--- src/design/vru_pkg.sv ---
`timescale 1ns / 1ps
// ----------------------------------------------------------------------------
// vru_pkg
// shared types and constants of the vector refraction pipeline
// ----------------------------------------------------------------------------
package vru_pkg;

    localparam int IN_W       = 16;
    localparam int PROD1_W    = 32;
    localparam int DOT_W      = 34;
    localparam int D24_W      = 29;
    localparam int ROOT_W     = 29;
    localparam int RAD_W      = 2 * ROOT_W;
    localparam int SUM_W      = RAD_W + 1;
    localparam int REM_W      = ROOT_W + 2;
    localparam int K_W        = 31;
    localparam int PROD_W     = IN_W + K_W;
    localparam int A_W        = 47;
    localparam int QBITS      = 17;
    localparam int DEN_SHIFT  = 12;
    localparam int HALF_SHIFT = 11;
    localparam int ONE_SHIFT  = 48;
    localparam int RAD_SHIFT  = 24;
    localparam int IC_SHIFT   = 24;
    localparam int FRONT_LAT  = 4;
    localparam int DIV_LAT    = QBITS + 5;
    localparam int LAT_TOTAL  = FRONT_LAT + ROOT_W + 1 + DIV_LAT;

    localparam logic signed [IN_W-1:0] Q_MAX = 16'sh7FFF;
    localparam logic signed [IN_W-1:0] Q_MIN = 16'sh8000;

    typedef struct packed {
        logic signed [IN_W-1:0] ix;
        logic signed [IN_W-1:0] iy;
        logic signed [IN_W-1:0] iz;
        logic signed [IN_W-1:0] nx;
        logic signed [IN_W-1:0] ny;
        logic signed [IN_W-1:0] nz;
        logic        [IN_W-1:0] n;
    } vec_t;

    typedef struct packed {
        vec_t                    v;
        logic signed [D24_W-1:0] d24;
        logic        [RAD_W-1:0] rad;
        logic                    nt;
    } front_t;

    typedef struct packed {
        vec_t                    v;
        logic signed [D24_W-1:0] d24;
        logic                    nt;
    } side_t;

endpackage

--- src/design/vru_div.sv ---
`timescale 1ns / 1ps
// ----------------------------------------------------------------------------
// vru_div
// one output component: numerator, rounded pipelined divide by n, saturation
// ----------------------------------------------------------------------------
module vru_div (
    input  logic                            clk,
    input  logic                            en,
    input  logic signed [vru_pkg::IN_W-1:0] ic,
    input  logic signed [vru_pkg::IN_W-1:0] nc,
    input  logic signed [vru_pkg::K_W-1:0]  k,
    input  logic        [vru_pkg::IN_W-1:0] n,
    input  logic                            nt,
    output logic signed [vru_pkg::IN_W-1:0] res
);
    import vru_pkg::*;

    logic signed [PROD_W-1:0] prod_reg;
    logic signed [IN_W-1:0]   ic_p_reg;
    logic        [IN_W-1:0]   n_p_reg, n_m_reg, n_a_reg, n_d_reg;
    logic                     nt_p_reg, nt_m_reg, nt_a_reg, nt_d_reg;
    logic signed [PROD_W-1:0] num_reg;
    logic        [A_W-1:0]    a_reg, rem_d_reg;
    logic                     neg_a_reg, neg_d_reg, ovf_d_reg;

    logic [A_W-1:0]   rem_reg  [QBITS];
    logic [A_W-1:0]   rem_next [QBITS];
    logic [QBITS-1:0] q_reg    [QBITS];
    logic [QBITS-1:0] q_next   [QBITS];
    logic [IN_W-1:0]  n_b_reg  [QBITS];
    logic             neg_b_reg[QBITS];
    logic             ovf_b_reg[QBITS];
    logic             nt_b_reg [QBITS];

    logic signed [PROD_W-1:0] num_next;
    logic        [A_W-1:0]    mag_next;
    logic                     ovf_next;
    logic        [QBITS-1:0]  qf;
    logic signed [IN_W-1:0]   res_next;
    logic signed [IN_W-1:0]   res_reg;

    always_comb
    begin
        num_next = $signed({{(PROD_W-IN_W){ic_p_reg[IN_W-1]}}, ic_p_reg}) <<< IC_SHIFT;
        num_next = num_next - prod_reg;
        mag_next = num_reg[PROD_W-1] ? A_W'(-num_reg) : A_W'(num_reg);
        ovf_next = a_reg[A_W-1:QBITS] >= (A_W-QBITS)'({n_a_reg, 12'd0});
    end

    always_comb
    begin
        logic [A_W-1:0]   rem_in;
        logic [QBITS-1:0] q_in;
        logic [IN_W-1:0]  n_in;
        logic [A_W-1:0]   sh;
        for (int j = 0; j < QBITS; j++)
        begin
            if (j == 0)
            begin
                rem_in = rem_d_reg;
                q_in   = '0;
                n_in   = n_d_reg;
            end
            else
            begin
                rem_in = rem_reg[j-1];
                q_in   = q_reg[j-1];
                n_in   = n_b_reg[j-1];
            end
            sh = A_W'(n_in) << (DEN_SHIFT + QBITS - 1 - j);
            if (rem_in >= sh)
            begin
                rem_next[j] = rem_in - sh;
                q_next[j]   = {q_in[QBITS-2:0], 1'b1};
            end
            else
            begin
                rem_next[j] = rem_in;
                q_next[j]   = {q_in[QBITS-2:0], 1'b0};
            end
        end
    end

    always_comb
    begin
        qf = q_reg[QBITS-1];
        if (nt_b_reg[QBITS-1])
        begin
            res_next = '0;
        end
        else if (neg_b_reg[QBITS-1])
        begin
            if (ovf_b_reg[QBITS-1] || (qf > QBITS'(32768)))
                res_next = Q_MIN;
            else
                res_next = -$signed(qf[IN_W-1:0]);
        end
        else
        begin
            if (ovf_b_reg[QBITS-1] || (qf > QBITS'(32767)))
                res_next = Q_MAX;
            else
                res_next = $signed(qf[IN_W-1:0]);
        end
    end

    always_ff @(posedge clk)
    begin
        if (en)
        begin
            prod_reg  <= nc * k;
            ic_p_reg  <= ic;
            n_p_reg   <= n;
            nt_p_reg  <= nt;
            num_reg   <= num_next;
            n_m_reg   <= n_p_reg;
            nt_m_reg  <= nt_p_reg;
            a_reg     <= mag_next + A_W'({n_m_reg, 11'd0});
            neg_a_reg <= num_reg[PROD_W-1];
            n_a_reg   <= n_m_reg;
            nt_a_reg  <= nt_m_reg;
            rem_d_reg <= a_reg;
            ovf_d_reg <= ovf_next;
            neg_d_reg <= neg_a_reg;
            n_d_reg   <= n_a_reg;
            nt_d_reg  <= nt_a_reg;
            for (int j = 0; j < QBITS; j++)
            begin
                rem_reg[j]   <= rem_next[j];
                q_reg[j]     <= q_next[j];
                n_b_reg[j]   <= (j == 0) ? n_d_reg   : n_b_reg[j-1];
                neg_b_reg[j] <= (j == 0) ? neg_d_reg : neg_b_reg[j-1];
                ovf_b_reg[j] <= (j == 0) ? ovf_d_reg : ovf_b_reg[j-1];
                nt_b_reg[j]  <= (j == 0) ? nt_d_reg  : nt_b_reg[j-1];
            end
            res_reg <= res_next;
        end
    end

    assign res = res_reg;

endmodule

--- config.mk ---
export PLATFORM = sky130hd
export DESIGN_NAME = vru_div
export DESIGN_NICKNAME = d
export VERILOG_FILES = /design/src/design/vru_pkg.sv /design/src/design/vru_div.sv
export SDC_FILE = /design/constraint.sdc
export NUM_CORES = 2
export LEC_CHECK = 0
export BUFFER_PORTS_ARGS = -buffer_cell sky130_fd_sc_hd__buf_2
export CORE_MARGIN = 2
export CORE_UTILIZATION = 64
export CTS_BUF_LIST = sky130_fd_sc_hd__clkbuf_8 sky130_fd_sc_hd__clkbuf_16
export DETAILED_ROUTE_END_ITERATION = 7
export HOLD_SLACK_MARGIN = 0.15
export PLACE_DENSITY_LB_ADDON = 0.3
export SKIP_LAST_GASP = 1
export SLEW_MARGIN = 20
export SYNTH_ARGS = -nofsm -noshare
export SYNTH_HDL_FRONTEND = slang
export SYNTH_SLANG_ARGS = --single-unit
--- constraint.sdc ---
create_clock -name clk -period 9.65 [get_ports clk]
set_input_delay 2.4125 -clock clk [delete_from_list [all_inputs] [get_ports clk]]
set_output_delay 2.4125 -clock clk [all_outputs]
set_load 0.01 [all_outputs]
==> results.cfg <==
[global_routing]
grt_pass1_vias = 57100
antenna_found_initial = 3
grt_pass1_wl_um = 305000
grt_usage = 0.278
overflow = 0
grt_max_degree = 191

[setup_path]
path_cells = buf_2, clkinv_1, buf_4, nor2_1, fa_1, fa_1, fa_1, fa_1, fa_1, inv_1, fa_1, inv_1, ha_1, a211oi_1, o211ai_1, nor3_1, o211ai_1, nand3_1, a31oi_1, a21o_1, a211oi_1, nor2_1
critPathLaunchType = primary input
crit_required_ps = 10150
path_max_fanout = 20
slowest_stage = fa_1
path_common_cell = fa_1
critical_path_class = primary input to flip-flop
rr_startpoint = num_reg[8]$_DFFE_PP_
cp.arrival_ps = 9100
setup.worst_path.start = nc[15]
slowest_delay_ps = 550
end_kind = flip-flop

[sta]
hold_viol = 0
min_period_ps = 8600
rsz0062_at_grt = false
finalSetupViolations = 0
tightest_slew_ps = 1070
drv_slew = 0
period_share = 0.891
clock.fmax_ghz = 0.116
max_slew_margin = 0.282
setup_tns_ps = 0
skew_ps = 21.5

[floorplan]
dieArea_um2 = 140000
die_h_um = 374
die_x_um = 374
ios = 98
core.rowCount = 135
core_area_um2 = 136000
initial_core_util = 0.645

[logic_synthesis]
avgSynthCellArea_um2 = 11.9
synth-seq-cells = 1503
syn_area_um2 = 87500
yosysTopAreaCellShare = 0.516
synth_fp_nets = 8393
synth_edf_count = 1503
yosysUniqueCellTypes = 81
synthCells = 7380
yosys_warnings = 0
postSynth.asyncResetShare = 0
synth.largest_area_cell = edfxtp_1
synth_top_flop_cell = edfxtp_1
synth-seq-area-share = 0.516
synth_area_leaders = edfxtp_1 52%, fa_1 11%, ha_1 6.3%, inv_1 4.3%, xnor2_1 2.9%

[cells_and_area]
largest_reg_flops = 752
nets = 8517
synthToLayoutAreaGrowth_pct = 8.40
nFillCells = 9288
drive_gt1_frac = 0.0621
layout.cells.non_filler = 9405
final_util = 0.700

[placement]
dp_hpwl_um = 143000
dp_cells = 9129
numPortBuffers = 97
routabilityCongestion = 0.921

[worst_hold_path]
hold_start = q_reg[0][172]$_DFFE_PP_
hold_path.class = flip-flop to flip-flop

[clocking]
cts_buffers = 154
cts_setup_buffers = 0
clkLatencyLatePin_ps = 770
cts_buffer_depth = 3
clk_pin_slew_ps = 60
cts_resized = 0
cts_tree = yes
holdBufCountCts = 0
cts-root-buf = clkbuf_16
cts_max_level = 4
cts.sinks = 1503

[route]
vias = 56300
drtIter0Drc = 4464
vias_per_cell = 5.99
avgRoutedWirePerCell_um = 20.4
dr.pass1.iters = 8
drtAntennaViolNets = 0
drc = 2
routed_wl_um = 192000

[power_and_ir_drop]
ir_drop_mv = 1.53
p_leak_nw = 38.2
powerDensity_nw_per_um2 = 369
total_power_mw = 35.0

[status]
status = finished, violations left
violations = design-rule violations

[run]
drv_cap = 0
==> synthesized netlist by cell type, types with 9 or more instances <==
master and instances:
nor3_1 160, nand3b_1 11, nor4_1 136, a21oi_1 314
a211o_1 14, a211oi_1 39, nand4b_1 28, xnor2_1 285
nand4_1 74, or3_1 58, nor2_1 404, o31a_1 11
nor4b_1 14, nor2b_1 56, and2_1 214, mux2i_1 22
o211ai_1 24, o21bai_1 23, nand2_1 610, clkbuf_1 157
a21o_1 121, nor3b_1 15, nand2b_1 75, inv_1 998
o21ai_0 299, o31ai_1 43, and3_1 42, a31oi_1 37
or2_2 35, edfxtp_1 1503, ha_1 442, a2111oi_0 15
a21boi_0 9, nand3_1 87, o21a_1 66, mux2_2 47
a31o_2 12, fa_1 489, o41ai_1 18, or4_1 44
xor2_1 212
==> critical path: cells and delay by family <==
kind                       cells  cell delay, ps
buffers and inverters          5             920
adders and majority gates      7            3440
AOI/OAI and AO/OA              6            1630
and+or+nand+nor                4             690
==> layer usage <==
layer  part of all wire  up-vias  GRT usage
met2               0.52     1911      0.494
met5                  0        -          0
li1                   -    26100          -
met4              0.050        0      0.138
met3              0.051      547     0.0381
met1               0.38    27800      0.333
==> report_power, final <==
part	total (mW)	switching, mW	leakage, nW	internal (mW)
sequential	10.6	0.943	14.5	9.63
clock	5.67	2.42	2.48	3.25
combinational	18.8	11.0	21.2	7.78
total	35.0	14.4	38.2	20.7
==> area by class of cell <==
class	instances	area, µm²	area share
multi-input combinational	4708	38100	0.401
clock inverter	114	852	0.00898
tap	1781	2230	0.0235
sequential	1503	45100	0.476
timing repair buffer	136	868	0.00915
clock buffer	159	3980	0.0419
inverter	1001	3760	0.0396
antenna	3	7.51	0.0000791
==> stage by stage <==
step                hold slack [ps]  instance area [µm²]  setup slack (ps)
floorplan                       400                87500              1230
global route                    420                94900               745
detailed placement              405                90100               443
finish                          411                94900              1050
CTS                             415                94900              1230
global placement                400                90100               620
==> worst paths after layout <==
path,end,cells after the start,slack [ps]
setup / recovery,prod_reg[41]$_DFFE_PP_,22,1050
setup reg to reg,a_reg[40]$_DFFE_PP_,15,3760
hold / removal,q_reg[0][190]$_DFFE_PP_,0,410
hold reg to reg,q_reg[0][190]$_DFFE_PP_,0,410
==> cells in the final DEF (no fill, tap or decap), types with 212 or more instances in the layout <==
master and n:
edfxtp_1 1503, inv_1 1026, nand2_1 610, fa_1 489, ha_1 442, nor2_1 404, a21oi_1 314, o21ai_0 299
xnor2_1 285, and2_1 214, xor2_1 212
==> cell families after synthesis <==
| logic type | Yosys count | synth area share |
|---|---|---|
| muxes | 69 | 0.00856 |
| adders and majority gates | 931 | 0.175 |
| AOI/OAI and AO/OA | 1110 | 0.0791 |
| xor gates and xnor gates | 497 | 0.0497 |
| DFF | 1503 | 0.516 |
| and+or+nand+nor | 2101 | 0.122 |
| buffers and inverters | 1169 | 0.0502 |
(Power assumes the default switching activity.)
